File: config.mk
export PLATFORM = sky130hd
export DESIGN_NAME = depth_cloud_obstacle_steering_core
export DESIGN_NICKNAME = d
export VERILOG_FILES = /design/src/rtl/core/dcos_pkg.sv /design/src/rtl/core/dcos_front.sv /design/src/rtl/core/dcos_queue.sv /design/src/rtl/core/dcos_back.sv /design/src/rtl/core/depth_cloud_obstacle_steering_core.sv
export VERILOG_INCLUDE_DIRS = /design/src /design/src/rtl/core
export SDC_FILE = /design/constraint.sdc
export NUM_CORES = 1
export LEC_CHECK = 0
export ABC_AREA = 1
export ABC_CLOCK_PERIOD_IN_PS = 4000
export CAP_MARGIN = 0
export CORE_MARGIN = 2
export CORE_UTILIZATION = 40
export DETAILED_ROUTE_END_ITERATION = 6
export DONT_BUFFER_PORTS = 1
export GPL_TIMING_DRIVEN = 0
export PLACE_DENSITY = 0.58
export REMOVE_ABC_BUFFERS = 1
export SLEW_MARGIN = 20
export SYNTH_ARGS = -nofsm -noshare
export SYNTH_HDL_FRONTEND = slang
export SYNTH_HIERARCHICAL = 1
export SYNTH_SLANG_ARGS = --single-unit
File: constraint.sdc
create_clock -name clk -period 4 [get_ports clk]
set_clock_uncertainty 0.15 [all_clocks]
set_input_delay 0.8 -clock clk [delete_from_list [all_inputs] [get_ports clk]]
set_output_delay 0.8 -clock clk [all_outputs]
set_load 0.03 [all_outputs]
File: src/rtl/core/depth_cloud_obstacle_steering_core_macros.svh
// Assertion macros for the obstacle steering core.
// Each macro expects clk and rst_n in scope at the point of use.
`ifndef DEPTH_CLOUD_OBSTACLE_STEERING_CORE_MACROS_SVH
`define DEPTH_CLOUD_OBSTACLE_STEERING_CORE_MACROS_SVH

// Check a condition on every clock edge outside reset.
`define DCOS_CHECK_ALWAYS(lbl, cond, msg) \
    lbl: assert property (@(posedge clk) disable iff (!rst_n) (cond)) else $error(msg);

// Check that an antecedent implies a consequent in the same cycle.
`define DCOS_CHECK_IMPLY(lbl, ante, cons, msg) \
    lbl: assert property (@(posedge clk) disable iff (!rst_n) (ante) |-> (cons)) \
        else $error(msg);

`endif

File: src/rtl/core/dcos_pkg.sv
// Shared types, constants and helpers of the obstacle steering core.
// No dependencies; used by every module of the core.
`timescale 1ns / 1ps

package dcos_pkg;

    // Depth limits in mm
    localparam int FAR_DEPTH       = 1500;
    localparam int CLOSE_DEPTH     = 800;
    localparam int TOO_CLOSE_DEPTH = 400;
    localparam int TURN_DEPTH      = 1000;
    localparam int MAX_POINTS      = 1048576;

    localparam int CNT_W   = 21;
    localparam int CNT_TOP = (1 << CNT_W) - 1;
    localparam logic [CNT_W-1:0] CNT_CAP =
        CNT_W'((MAX_POINTS < CNT_TOP) ? MAX_POINTS : CNT_TOP);

    // Configuration port
    localparam int CFG_IDX_W  = 3;
    localparam int CFG_DATA_W = 21;
    localparam logic [CFG_IDX_W-1:0] REG_MIN_X      = 3'd0;
    localparam logic [CFG_IDX_W-1:0] REG_MAX_X      = 3'd1;
    localparam logic [CFG_IDX_W-1:0] REG_MIN_HEIGHT = 3'd2;
    localparam logic [CFG_IDX_W-1:0] REG_MAX_HEIGHT = 3'd3;
    localparam logic [CFG_IDX_W-1:0] REG_MIN_DEPTH  = 3'd4;
    localparam logic [CFG_IDX_W-1:0] REG_MIN_BLOB   = 3'd5;

    // Motion codes
    localparam logic [1:0] MOT_FWD   = 2'd0;
    localparam logic [1:0] MOT_REV   = 2'd1;
    localparam logic [1:0] MOT_CREEP = 2'd2;
    localparam logic [1:0] MOT_SPIN  = 2'd3;

    // Turn direction codes
    localparam logic signed [1:0] DIR_NONE  = 2'sd0;
    localparam logic signed [1:0] DIR_RIGHT = 2'sd1;
    localparam logic signed [1:0] DIR_LEFT  = -2'sd1;

    // Queue between classifier and accumulator
    localparam int QDEPTH = 4;
    localparam int QPTR_W = $clog2(QDEPTH);

    typedef struct packed {
        logic signed [15:0] min_x;
        logic signed [15:0] max_x;
        logic signed [15:0] min_height;
        logic signed [15:0] max_height;
        logic [14:0]        min_depth;
        logic [20:0]        min_blob;
    } cfg_t;

    // One classified point: which counters it bumps, and the frame mark
    typedef struct packed {
        logic far_hit;
        logic close_hit;
        logic vclose_hit;
        logic left_hit;
        logic right_hit;
        logic last;
    } class_t;

    function automatic logic [CNT_W-1:0] sat_inc(input logic [CNT_W-1:0] c,
                                                 input logic hit);
        logic [CNT_W-1:0] r;
        r = c;
        if (hit && (c < CNT_CAP))
        begin
            r = c + CNT_W'(1);
        end
        return r;
    endfunction

endpackage

File: src/rtl/core/dcos_front.sv
// Point classifier: box and depth-band tests for one point.
// Depends on dcos_pkg.
`timescale 1ns / 1ps

module dcos_front (
    input  logic signed [15:0] px,
    input  logic signed [15:0] py,
    input  logic signed [15:0] pz,
    input  logic               point_valid,
    input  logic               frame_end,
    input  dcos_pkg::cfg_t     cfg,
    output dcos_pkg::class_t   cls
);

    localparam logic signed [16:0] FAR_LIM   = 17'(dcos_pkg::FAR_DEPTH);
    localparam logic signed [16:0] CLOSE_LIM = 17'(dcos_pkg::CLOSE_DEPTH);
    localparam logic signed [16:0] VCLS_LIM  = 17'(dcos_pkg::TOO_CLOSE_DEPTH);
    localparam logic signed [16:0] TURN_LIM  = 17'(dcos_pkg::TURN_DEPTH);

    logic signed [16:0] x;
    logic signed [16:0] h;
    logic signed [16:0] z;
    logic signed [16:0] min_d;
    logic               in_box;
    logic               in_x;
    logic               turn_hit;

    always_comb
    begin
        x     = {px[15], px};
        // negate at 17 bits so that the most negative y stays exact
        h     = -$signed({py[15], py});
        z     = {pz[15], pz};
        min_d = $signed({2'b00, cfg.min_depth});

        in_box = point_valid && (z > min_d)
                 && (h > $signed({cfg.min_height[15], cfg.min_height}))
                 && (h < $signed({cfg.max_height[15], cfg.max_height}));
        in_x   = (x > $signed({cfg.min_x[15], cfg.min_x}))
                 && (x < $signed({cfg.max_x[15], cfg.max_x}));
        turn_hit = in_box && in_x && (z < TURN_LIM);

        cls.far_hit    = in_box && (z < FAR_LIM);
        cls.close_hit  = in_box && in_x && (z < CLOSE_LIM);
        cls.vclose_hit = in_box && in_x && (z < VCLS_LIM);
        cls.left_hit   = turn_hit && px[15];
        cls.right_hit  = turn_hit && !px[15];
        cls.last       = frame_end;
    end

endmodule

File: src/rtl/core/dcos_queue.sv
// Short queue of classified points between classifier and accumulator.
// Depends on dcos_pkg.
`timescale 1ns / 1ps

module dcos_queue (
    input  logic             clk,
    input  logic             rst_n,
    input  logic             push_valid,
    output logic             push_ready,
    input  dcos_pkg::class_t push_data,
    output logic             pop_valid,
    input  logic             pop_ready,
    output dcos_pkg::class_t pop_data
);

    dcos_pkg::class_t                mem_reg [dcos_pkg::QDEPTH];
    logic [dcos_pkg::QPTR_W-1:0]     wr_ptr_reg;
    logic [dcos_pkg::QPTR_W-1:0]     wr_ptr_next;
    logic [dcos_pkg::QPTR_W-1:0]     rd_ptr_reg;
    logic [dcos_pkg::QPTR_W-1:0]     rd_ptr_next;
    logic [dcos_pkg::QPTR_W:0]       count_reg;
    logic [dcos_pkg::QPTR_W:0]       count_next;
    logic                            push_fire;
    logic                            pop_fire;

    always_comb
    begin
        push_ready  = (count_reg != (dcos_pkg::QPTR_W + 1)'(dcos_pkg::QDEPTH));
        pop_valid   = (count_reg != '0);
        pop_data    = mem_reg[rd_ptr_reg];
        push_fire   = push_valid && push_ready;
        pop_fire    = pop_valid && pop_ready;
        wr_ptr_next = push_fire ? wr_ptr_reg + 1'b1 : wr_ptr_reg;
        rd_ptr_next = pop_fire ? rd_ptr_reg + 1'b1 : rd_ptr_reg;
        count_next  = count_reg;
        if (push_fire && !pop_fire)
        begin
            count_next = count_reg + 1'b1;
        end
        else if (pop_fire && !push_fire)
        begin
            count_next = count_reg - 1'b1;
        end
    end

    always_ff @(posedge clk or negedge rst_n)
    begin
        if (!rst_n)
        begin
            wr_ptr_reg <= '0;
            rd_ptr_reg <= '0;
            count_reg  <= '0;
        end
        else
        begin
            wr_ptr_reg <= wr_ptr_next;
            rd_ptr_reg <= rd_ptr_next;
            count_reg  <= count_next;
        end
    end

    always_ff @(posedge clk)
    begin
        if (push_fire)
        begin
            mem_reg[wr_ptr_reg] <= push_data;
        end
    end

endmodule

File: src/rtl/core/dcos_back.sv
// Accumulator and steering decision: saturating counters, per-frame command.
// Depends on dcos_pkg.
`timescale 1ns / 1ps

module dcos_back (
    input  logic                 clk,
    input  logic                 rst_n,
    input  logic                 item_valid,
    output logic                 item_ready,
    input  dcos_pkg::class_t     item,
    input  logic [20:0]          min_blob,
    output logic                 out_valid,
    input  logic                 out_ready,
    output logic signed [1:0]    turn_dir,
    output logic [1:0]           motion
);

    logic [dcos_pkg::CNT_W-1:0] far_reg,    far_next;
    logic [dcos_pkg::CNT_W-1:0] close_reg,  close_next;
    logic [dcos_pkg::CNT_W-1:0] vclose_reg, vclose_next;
    logic [dcos_pkg::CNT_W-1:0] left_reg,   left_next;
    logic [dcos_pkg::CNT_W-1:0] right_reg,  right_next;
    logic                       rot_reg,    rot_next;
    logic                       held_reg,   held_next;
    logic                       oval_reg,   oval_next;
    logic signed [1:0]          dir_reg,    dir_next;
    logic [1:0]                 mot_reg,    mot_next;
    logic [dcos_pkg::CNT_W-1:0] far_inc, close_inc, vclose_inc, left_inc, right_inc;
    logic                       fire;
    logic                       go_left;

    always_comb
    begin
        // a plain point never needs the output slot
        item_ready = !item.last || !oval_reg || out_ready;
        fire       = item_valid && item_ready;

        far_inc    = dcos_pkg::sat_inc(far_reg, item.far_hit);
        close_inc  = dcos_pkg::sat_inc(close_reg, item.close_hit);
        vclose_inc = dcos_pkg::sat_inc(vclose_reg, item.vclose_hit);
        left_inc   = dcos_pkg::sat_inc(left_reg, item.left_hit);
        right_inc  = dcos_pkg::sat_inc(right_reg, item.right_hit);

        go_left = rot_reg ? held_reg : (left_inc > right_inc);

        far_next    = far_reg;
        close_next  = close_reg;
        vclose_next = vclose_reg;
        left_next   = left_reg;
        right_next  = right_reg;
        rot_next    = rot_reg;
        held_next   = held_reg;
        dir_next    = dir_reg;
        mot_next    = mot_reg;
        oval_next   = oval_reg && !out_ready;

        if (fire)
        begin
            if (item.last)
            begin
                far_next    = '0;
                close_next  = '0;
                vclose_next = '0;
                left_next   = '0;
                right_next  = '0;
                oval_next   = 1'b1;
                if (far_inc <= min_blob)
                begin
                    mot_next = dcos_pkg::MOT_REV;
                    dir_next = dcos_pkg::DIR_NONE;
                    rot_next = 1'b0;
                end
                else if (close_inc <= min_blob)
                begin
                    mot_next = dcos_pkg::MOT_FWD;
                    dir_next = dcos_pkg::DIR_NONE;
                    rot_next = 1'b0;
                end
                else
                begin
                    held_next = go_left;
                    dir_next  = go_left ? dcos_pkg::DIR_LEFT : dcos_pkg::DIR_RIGHT;
                    mot_next  = (vclose_inc > min_blob) ? dcos_pkg::MOT_SPIN
                                                        : dcos_pkg::MOT_CREEP;
                    rot_next  = 1'b1;
                end
            end
            else
            begin
                far_next    = far_inc;
                close_next  = close_inc;
                vclose_next = vclose_inc;
                left_next   = left_inc;
                right_next  = right_inc;
            end
        end
    end

    always_ff @(posedge clk or negedge rst_n)
    begin
        if (!rst_n)
        begin
            far_reg    <= '0;
            close_reg  <= '0;
            vclose_reg <= '0;
            left_reg   <= '0;
            right_reg  <= '0;
            rot_reg    <= 1'b0;
            held_reg   <= 1'b0;
            oval_reg   <= 1'b0;
        end
        else
        begin
            far_reg    <= far_next;
            close_reg  <= close_next;
            vclose_reg <= vclose_next;
            left_reg   <= left_next;
            right_reg  <= right_next;
            rot_reg    <= rot_next;
            held_reg   <= held_next;
            oval_reg   <= oval_next;
        end
    end

    always_ff @(posedge clk)
    begin
        dir_reg <= dir_next;
        mot_reg <= mot_next;
    end

    assign out_valid = oval_reg;
    assign turn_dir  = dir_reg;
    assign motion    = mot_reg;

endmodule

File: src/rtl/core/depth_cloud_obstacle_steering_core.sv
// Top level of the obstacle steering core: configuration registers,
// classifier, queue and accumulator. Depends on dcos_pkg, dcos_front,
// dcos_queue, dcos_back and the assertion macro header.
`timescale 1ns / 1ps
`include "depth_cloud_obstacle_steering_core_macros.svh"

// Usage
//   Input channel (in_valid / in_ready): one depth point per item with
//   px, py, pz in signed mm, point_valid and frame_end. Output channel
//   (out_valid / out_ready): one steering command per frame, given for the
//   item that carries frame_end; turn_dir -1/0/1 and motion code.
//   Configuration: cfg_we with cfg_index and cfg_data writes one register
//   at the clock edge; write only while no frame is in flight.
//   Throughput: one item per cycle while the queue has room, set by the classifier
//   compares and the registered counter update in the accumulator.
//   Path: a frame_end item goes through the queue and is taken by the accumulator,
//   which registers the command and out_valid; items queued before it go first.
//   Reset: counters, turning state and queue clear; registers take their
//   reset values (box 0..20000 on x and height, min depth 0, blob 4000).
//   Stall: while out_ready is low the command holds; plain points keep
//   flowing, a second frame_end waits in the four-entry queue, and
//   in_ready drops only when that queue fills.
module depth_cloud_obstacle_steering_core (
    input  logic                                clk,
    input  logic                                rst_n,
    input  logic                                in_valid,
    output logic                                in_ready,
    input  logic signed [15:0]                  px,
    input  logic signed [15:0]                  py,
    input  logic signed [15:0]                  pz,
    input  logic                                point_valid,
    input  logic                                frame_end,
    output logic                                out_valid,
    input  logic                                out_ready,
    output logic signed [1:0]                   turn_dir,
    output logic [1:0]                          motion,
    input  logic                                cfg_we,
    input  logic [dcos_pkg::CFG_IDX_W-1:0]      cfg_index,
    input  logic [dcos_pkg::CFG_DATA_W-1:0]     cfg_data
);

    dcos_pkg::cfg_t   cfg_reg;
    dcos_pkg::cfg_t   cfg_next;
    dcos_pkg::class_t cls;
    dcos_pkg::class_t q_item;
    logic             q_valid;
    logic             q_ready;
    logic             turn_match;

    // Register file: decode the index, drop writes beyond the list and
    // any data bits above a register's width.
    always_comb
    begin
        cfg_next = cfg_reg;
        if (cfg_we)
        begin
            case (cfg_index)
                dcos_pkg::REG_MIN_X:      cfg_next.min_x      = cfg_data[15:0];
                dcos_pkg::REG_MAX_X:      cfg_next.max_x      = cfg_data[15:0];
                dcos_pkg::REG_MIN_HEIGHT: cfg_next.min_height = cfg_data[15:0];
                dcos_pkg::REG_MAX_HEIGHT: cfg_next.max_height = cfg_data[15:0];
                dcos_pkg::REG_MIN_DEPTH:  cfg_next.min_depth  = cfg_data[14:0];
                dcos_pkg::REG_MIN_BLOB:   cfg_next.min_blob   = cfg_data[20:0];
                default:                  cfg_next            = cfg_reg;
            endcase
        end
    end

    always_ff @(posedge clk or negedge rst_n)
    begin
        if (!rst_n)
        begin
            cfg_reg.min_x      <= 16'sd0;
            cfg_reg.max_x      <= 16'sd20000;
            cfg_reg.min_height <= 16'sd0;
            cfg_reg.max_height <= 16'sd20000;
            cfg_reg.min_depth  <= 15'd0;
            cfg_reg.min_blob   <= 21'd4000;
        end
        else
        begin
            cfg_reg <= cfg_next;
        end
    end

    // Front: classify each point as it arrives
    dcos_front u_front (
        .px          (px),
        .py          (py),
        .pz          (pz),
        .point_valid (point_valid),
        .frame_end   (frame_end),
        .cfg         (cfg_reg),
        .cls         (cls)
    );

    // Queue: decouple the classifier from the accumulator
    dcos_queue u_queue (
        .clk        (clk),
        .rst_n      (rst_n),
        .push_valid (in_valid),
        .push_ready (in_ready),
        .push_data  (cls),
        .pop_valid  (q_valid),
        .pop_ready  (q_ready),
        .pop_data   (q_item)
    );

    // Back: count hits and issue the command at frame end
    dcos_back u_back (
        .clk        (clk),
        .rst_n      (rst_n),
        .item_valid (q_valid),
        .item_ready (q_ready),
        .item       (q_item),
        .min_blob   (cfg_reg.min_blob),
        .out_valid  (out_valid),
        .out_ready  (out_ready),
        .turn_dir   (turn_dir),
        .motion     (motion)
    );

    // Creep and spin carry a direction, forward and reverse carry none
    assign turn_match = ((motion == dcos_pkg::MOT_CREEP) || (motion == dcos_pkg::MOT_SPIN))
                        == (turn_dir != dcos_pkg::DIR_NONE);

    // A command never carries the unused direction code
    `DCOS_CHECK_IMPLY(a_dir_code, out_valid, turn_dir != 2'sb10, "bad turn_dir code")
    // A turn is given exactly when the motion is creep or spin
    `DCOS_CHECK_IMPLY(a_turn_motion, out_valid, turn_match, "turn_dir disagrees with motion")
    // A full queue always offers an item to the accumulator
    `DCOS_CHECK_IMPLY(a_full_has_item, !in_ready, q_valid, "queue full but empty at output")

endmodule

==> flow_metrics.py, run 1 <==
metrics = {
    "outcome": {
        "status": "complete, but fails checks",
        "violations": "negative hold slack",
    },
    "yosys": {
        "synth-compound-area-share": 0.0773,
        "netlist_area_mm2": 0.0167,
        "synth_adder_area_share": 0.131,
        "synth_cell_types": 49,
        "synthXorXnorAreaFrac": 0.0435,
        "syn_avg_cell_area_um2": 7.51,
        "synth-simple-area-share": 0.279,
        "synth_area_leaders": "dfrtp_1 (30%), nand2_1 (16%), ha_1 (13%)",
        "synthArstFlopShare": 0.888,
        "synth_top_area_frac": 0.298,
        "synthMuxAreaShare": 0,
        "synth.largest_area_cell": "dfrtp_1",
        "yosys_warnings": 6,
        "synthFlopType": "dfrtp_1",
        "ys_seq_elements": 242,
        "synth-edff-count": 27,
        "synth_top_family_by_area": "simple AND/OR/NAND/NOR gates",
        "ys_seq_area_frac": 0.371,
        "syn_inst": 2227,
    },
    "floorplanning": {
        "core_area_mm2": 0.0410,
        "fp-row-count": 74,
        "pin_count": 85,
        "die_x_um": 209,
        "die_h_um": 209,
        "initial_utilization": 0.408,
        "die-area_mm2": 0.0435,
    },
    "critical_path": {
        "critPathCaptureType": "register",
        "arrival_ps": 3940,
        "crit_type": "input port to register",
        "cp_max_fo": 4,
        "cp.required_ps": 4230,
        "start_kind": "input port",
    },
    "clock_tree": {
        "clockBufferDepth": 3,
        "cts.clk_slew.worst_paths_ps": 60,
        "clkLatencyLatePin_ps": 590,
        "cts_tree": "done",
        "cts_sinks": 242,
        "cts_buffers": 30,
        "htree_levels": 1,
        "root_buffer": "clkbuf_16",
    },
    "placement": {
        "dp_cells": 2716,
        "place_ws_ps": -244,
        "port_buffers": 0,
        "placed_cell_area_mm2": 0.0173,
        "hpwl_um": 31800,
        "place_congestion": 0.867,
    },
    "global_routing": {
        "overflow": 0,
        "antenna_found_initial": 0,
        "grtUsageTotal": 0.205,
        "first_global_vias": 13800,
        "grt_pass1_wl_um": 71600,
        "grt_max_degree": 216,
    },
    "timing": {
        "slew_violations": 0,
        "period_minus_slack_ps": 3710,
        "fin_crit_sh": 0.927,
        "timing.fmax_mhz": 270,
        "setup_tns_ps": 0,
        "slew_headroom": 0.359,
        "layout_setup_ws_ps": 290,
        "worstMarginPinSlew_ps": 959,
        "rsz0062_at_grt": "false",
        "hold_slack_ps": -209,
        "setup_viol": 0,
        "hold_viol_final": 200,
    },
    "route": {
        "drt_drc_violations_left": 0,
        "wl_um": 43700,
        "vias": 13900,
        "vias_per_cell": 5.02,
        "drtAntennaViolNets": 0,
        "wl_per_cell_um": 15.7,
        "firstDrtPassIters": 5,
        "drt-initial-drc-count": 911,
    },
    "power_and_ir_drop": {
        "total_power_mw": 9.13,
        "power.density_mw_per_mm2": 496,
        "p_leak_nw": 9.57,
        "irDropWorstVdd_mv": 0.356,
    },
    "layout": {
        "largest_reg_flops": 100,
        "syn2layout_area_growth_pct": 10.1,
        "n_fill_cell": 4154,
        "drive_gt1_frac": 0.0665,
        "multi_input_area_mm2": 0.00896,
        "final_cells": 2774,
        "seq_area_mm2": 0.00621,
        "final_area_mm2": 0.0184,
        "antennaDiodeCount": 0,
        "fin_nets": 2472,
    },
    "flow_run": {
        "maxCapViolations": 0,
    },
    "worst_hold_path": {
        "hold_path.class": "input port to async pin",
    },
}
path summary, 6_finish.rpt:
check | end | from | slack, ps | cells after the start
setup / recovery | u_queue/mem_reg[3][3] | py[0] | 290 | 24
hold / removal | cfg_reg[69] | rst_n | -210 | 0
setup reg to reg | u_back/motion[0] | u_queue/rd_ptr_reg[1] | 360 | 19
hold reg to reg | cfg_reg[73] | cfg_reg[73] | 310 | 2
max in group asynchronous | cfg_reg[45] | rst_n | 3490 | 0
min in group clk | u_back/out_valid | out_ready | 150 | 1
repair_timing:
item / in CTS / in global routing
resized for setup: 1 / 17
pin swaps: 0 / 2
endpoints found under the hold margin: 215 / 201
setup buffers: 0 / 2
setup endpoints to repair: 5 / 8
where the power goes:
group / total, mW / internal (mW) / switching, mW
registers: 3.14 / 2.86 / 0.273
logic: 3.07 / 0.939 / 2.14
clock network: 2.92 / 1.80 / 1.12
cell usage after synthesis, types with 10 or more instances:
| cell | number |
|---|---|
| nand3_1 | 139 |
| clkbuf_1 | 20 |
| inv_2 | 10 |
| buf_2 | 21 |
| nand2_1 | 716 |
| a21oi_1 | 68 |
| nor2_4 | 10 |
| o22ai_1 | 32 |
| nand2_2 | 11 |
| ha_1 | 174 |
| inv_1 | 361 |
| a22o_1 | 11 |
| o21ai_0 | 72 |
| nand4_1 | 31 |
| o211ai_1 | 13 |
| nor2_1 | 108 |
| edfxtp_1 | 27 |
| xor2_1 | 74 |
| nor2_2 | 14 |
| nor3_1 | 28 |
| dfstp_2 | 16 |
| dfrtp_1 | 199 |
kinds of logic (layout without fill, tap and decap cells):
family,after synthesis,count (layout)
AND/OR/NAND/NOR,1085,1085
flip-flops,242,242
XOR/XNOR,83,83
AO/OA/AOI/OAI,223,223
buffers and inverters,419,434
adder cells (fa/ha/maj),175,175
metrics by stage:
step                utilization  hold slack [ps]
CTS                       0.447             -270
detailed placement        0.422              305
global placement          0.419              302
global route              0.449             -239
floorplan                     -              292
finish                    0.449             -209
layout make-up:
class	count	area share
multi-input combinational	1566	0.486
sequential	242	0.337
inverter	372	0.0767
clock buffer	37	0.0433
tap	532	0.0361
clock inverter	19	0.0140
timing repair buffer	6	0.00611
critical path: stages:
cell      delay (ps)
clkinv_2          70
ha_1             220
nand3_2          110
nor2_1            90
nand2_1           90
nor2_1           100
nand2_1          100
nor2_2           170
nand3_2          100
nor2_2           100
xor2_1           150
inv_1             80
ha_1             290
nand2_1          100
inv_1             80
nand2_1           70
nand2_1           50
a21oi_1          200
nand3_1          110
nand2_1          120
nand3_1          150
nor2_1           230
nand2_1          120
a21oi_1          270
cell usage in the layout, fill, tap and decap left out, drive strengths merged, types with 31 or more instances in the layout:
cell type	n
nand2	727
o22ai	32
a21oi	68
nor2	132
xor2	74
nor3	33
o21ai	79
inv	371
nand4	31
clkbuf	37
dfrtp	199
ha	174
nand3	146
per-layer routing:
layer,GRT usage,routed length (um),vias to the layer above
li1,-,-,7067
met1,0.272,19900,6475
met2,0.341,20200,294
met3,0.0368,2360,78
met4,0.0613,1250,0
met5,0,0,-
Note: power is estimated with default switching activity, not from simulation.
==> inputs of run 2 (changes only) <==
--- a/config.mk
+++ b/config.mk
@@ -7,7 +7,7 @@
 export NUM_CORES = 1
 export LEC_CHECK = 0
 export ABC_AREA = 1
-export ABC_CLOCK_PERIOD_IN_PS = 4000
+export ABC_CLOCK_PERIOD_IN_PS = 3800
 export CAP_MARGIN = 0
 export CORE_MARGIN = 2
 export CORE_UTILIZATION = 40
==> constraint.sdc (replaced) <==
create_clock -name clk -period 3.8 [get_ports clk]
set_clock_uncertainty 0.15 [all_clocks]
set_input_delay 0.76 -clock clk [delete_from_list [all_inputs] [get_ports clk]]
set_output_delay 0.76 -clock clk [all_outputs]
set_load 0.03 [all_outputs]
==> flow_metrics.py, run 2 (same netlist as run 1, synthesis figures left out) <==
metrics = {
    "power_and_ir_drop": {
        "p_leak_nw": 9.65,
        "irDropWorstVdd_mv": 0.375,
        "total_power_mw": 9.71,
        "power.density_mw_per_mm2": 522,
    },
    "critical_path": {
        "slowest_delay_ps": 430,
        "reg2reg_slack_ps": 220,
        "critPathCaptureType": "register",
        "crit_type": "register to register",
        "cpMostUsedCell": "nand2_1",
        "slowest_stage": "dfrtp_2",
        "reg2reg_to": "u_back/motion[0]",
        "crit_chain": "clkinv_8, nand2_1, o211ai_1, nand2_2, inv_2, nor2_4, nand3b_4, nor2_4, buf_4, nand2_1, nor2_1, nand3_1, xnor2_1, ha_1, nand2_1, nor2_1, nand2_2, nor2_2, nand2_1, nand3_1, nand2_2, nor2_4, nand3_1, nand2_1",
        "cp.required_ps": 4100,
        "reg2reg_depth": 24,
        "arrival_ps": 3880,
        "cp_max_fo": 25,
        "start_kind": "register",
        "r2r-start": "u_queue/rd_ptr_reg[0]",
    },
    "floorplanning": {
        "die_h_um": 209,
        "core_area_mm2": 0.0410,
        "die-area_mm2": 0.0435,
        "die_x_um": 209,
        "pin_count": 85,
        "fp-row-count": 74,
        "initial_utilization": 0.408,
    },
    "timing": {
        "worstMarginPinSlew_ps": 956,
        "hold_viol_final": 200,
        "setup_viol": 0,
        "timing.fmax_mhz": 279,
        "fin_crit_sh": 0.943,
        "rsz0062_at_grt": "true",
        "slew_headroom": 0.361,
        "slew_violations": 0,
        "period_minus_slack_ps": 3580,
        "hold_slack_ps": -248,
        "setup_tns_ps": 0,
        "layout_setup_ws_ps": 218,
    },
    "placement": {
        "place_congestion": 0.867,
        "place_ws_ps": -404,
        "hpwl_um": 31800,
        "dp_cells": 2716,
        "port_buffers": 0,
    },
    "outcome": {
        "status": "complete, but fails checks",
        "violations": "negative hold slack",
    },
    "layout": {
        "final_cell_mix": "nand2_1 (707), inv_1 (359), dfrtp_1 (197), ha_1 (174), nand3_1 (138)",
        "post-route-util": 0.453,
        "final_cells": 2786,
        "largest_reg_flops": 100,
        "syn2layout_area_growth_pct": 11.1,
        "antennaDiodeCount": 0,
        "mostFrequentLayoutCell": "nand2_1",
        "fin_nets": 2484,
        "n_fill_cell": 4139,
        "drive_gt1_frac": 0.0776,
    },
    "clock_tree": {
        "clockBufferDepth": 3,
        "cts_sinks": 242,
        "cts.clk_slew.worst_paths_ps": 60,
        "cts_tree": "done",
        "clkLatencyLatePin_ps": 590,
        "htree_levels": 1,
        "cts_buffers": 30,
        "root_buffer": "clkbuf_16",
    },
    "global_routing": {
        "grt_max_degree": 216,
        "antenna_found_initial": 0,
        "overflow": 0,
        "grt_pass1_wl_um": 71600,
        "grtUsageTotal": 0.205,
        "first_global_vias": 13800,
    },
    "route": {
        "wl_um": 43900,
        "drt_drc_violations_left": 0,
        "vias_per_cell": 5.03,
        "drt-initial-drc-count": 889,
        "firstDrtPassIters": 5,
        "drtAntennaViolNets": 0,
        "vias": 14000,
        "wl_per_cell_um": 15.8,
    },
    "flow_run": {
        "maxCapViolations": 0,
    },
    "worst_hold_path": {
        "hold_path.class": "input port to async pin",
    },
}
[run 2: cell types whose count changed in the layout (fill, tap and decap cells not counted), sizes merged]
cell    before  now
inv        371  370
buf          6   18
clkinv      13   14
[run 2: how the worst max path moves through the flow]
stage | startpoint | end | slack (ps) | cells past startpoint
4_1_cts | u_queue/rd_ptr_reg[0] | u_back/motion[0] | 40 | 23
3_3_place_gp | u_queue/rd_ptr_reg[0] | u_back/far_reg[0] | -6290 | 9
2_1_floorplan | u_queue/rd_ptr_reg[0] | u_back/close_reg[0] | -1250 | 9
3_5_place_dp | py[0] | u_queue/mem_reg[3][2] | -400 | 24
6_report | u_queue/rd_ptr_reg[0] | u_back/motion[0] | 220 | 24
5_1_grt | u_queue/rd_ptr_reg[0] | u_back/held_reg | -60 | 25
[run 2: metrics by stage]
step | cell area, um2 | hold WS [ps]
final | 18600 | -248
after global routing | 18600 | -279
after floorplan | 16500 | 292
after detailed placement | 17300 | 305
after global placement | 17200 | 302
after CTS | 18400 | -310
[run 2: metal layers]
metal	up-vias	GRT usage	wire, um
li1	7091	-	-
met4	0	0.0613	1210
met5	-	0	0
met2	279	0.341	20300
met1	6564	0.272	20200
met3	75	0.0368	2220
[run 2: cell type report]
cell class,count,area [um2],area share
Timing Repair Buffer,18,203,0.0109
Inverter,372,1420,0.0764
Multi-Input combinational cell,1566,9030,0.486
Clock inverter,19,258,0.0139
Clock buffer,37,797,0.0429
Tap cell,532,666,0.0358
Sequential cell,242,6210,0.334
[run 2: what timing repair did]
item | in CTS | in global routing
setup endpoints to repair | 5 | 30
pin swaps | 0 | 13
hold endpoints to repair | 215 | 202
resized for setup | 5 | 34
setup buffers | 1 | 13
[run 2: power breakdown]
part           switching [mW]  leakage (nW)  internal (mW)  total, mW
logic                    2.29          6.07           1.05       3.33
clock network            1.19         0.522           1.89       3.08
registers               0.287          3.06           3.01       3.30
[run 2: worst max-delay path: cells and delay by family (launching register included)]
kind	cells	cell delay (ps)
XOR/XNOR	1	170
AO/OA/AOI/OAI	1	90
flip-flops	1	430
adder cells (fa/ha/maj)	1	280
buffers and inverters	3	310
AND/OR/NAND/NOR	18	2000
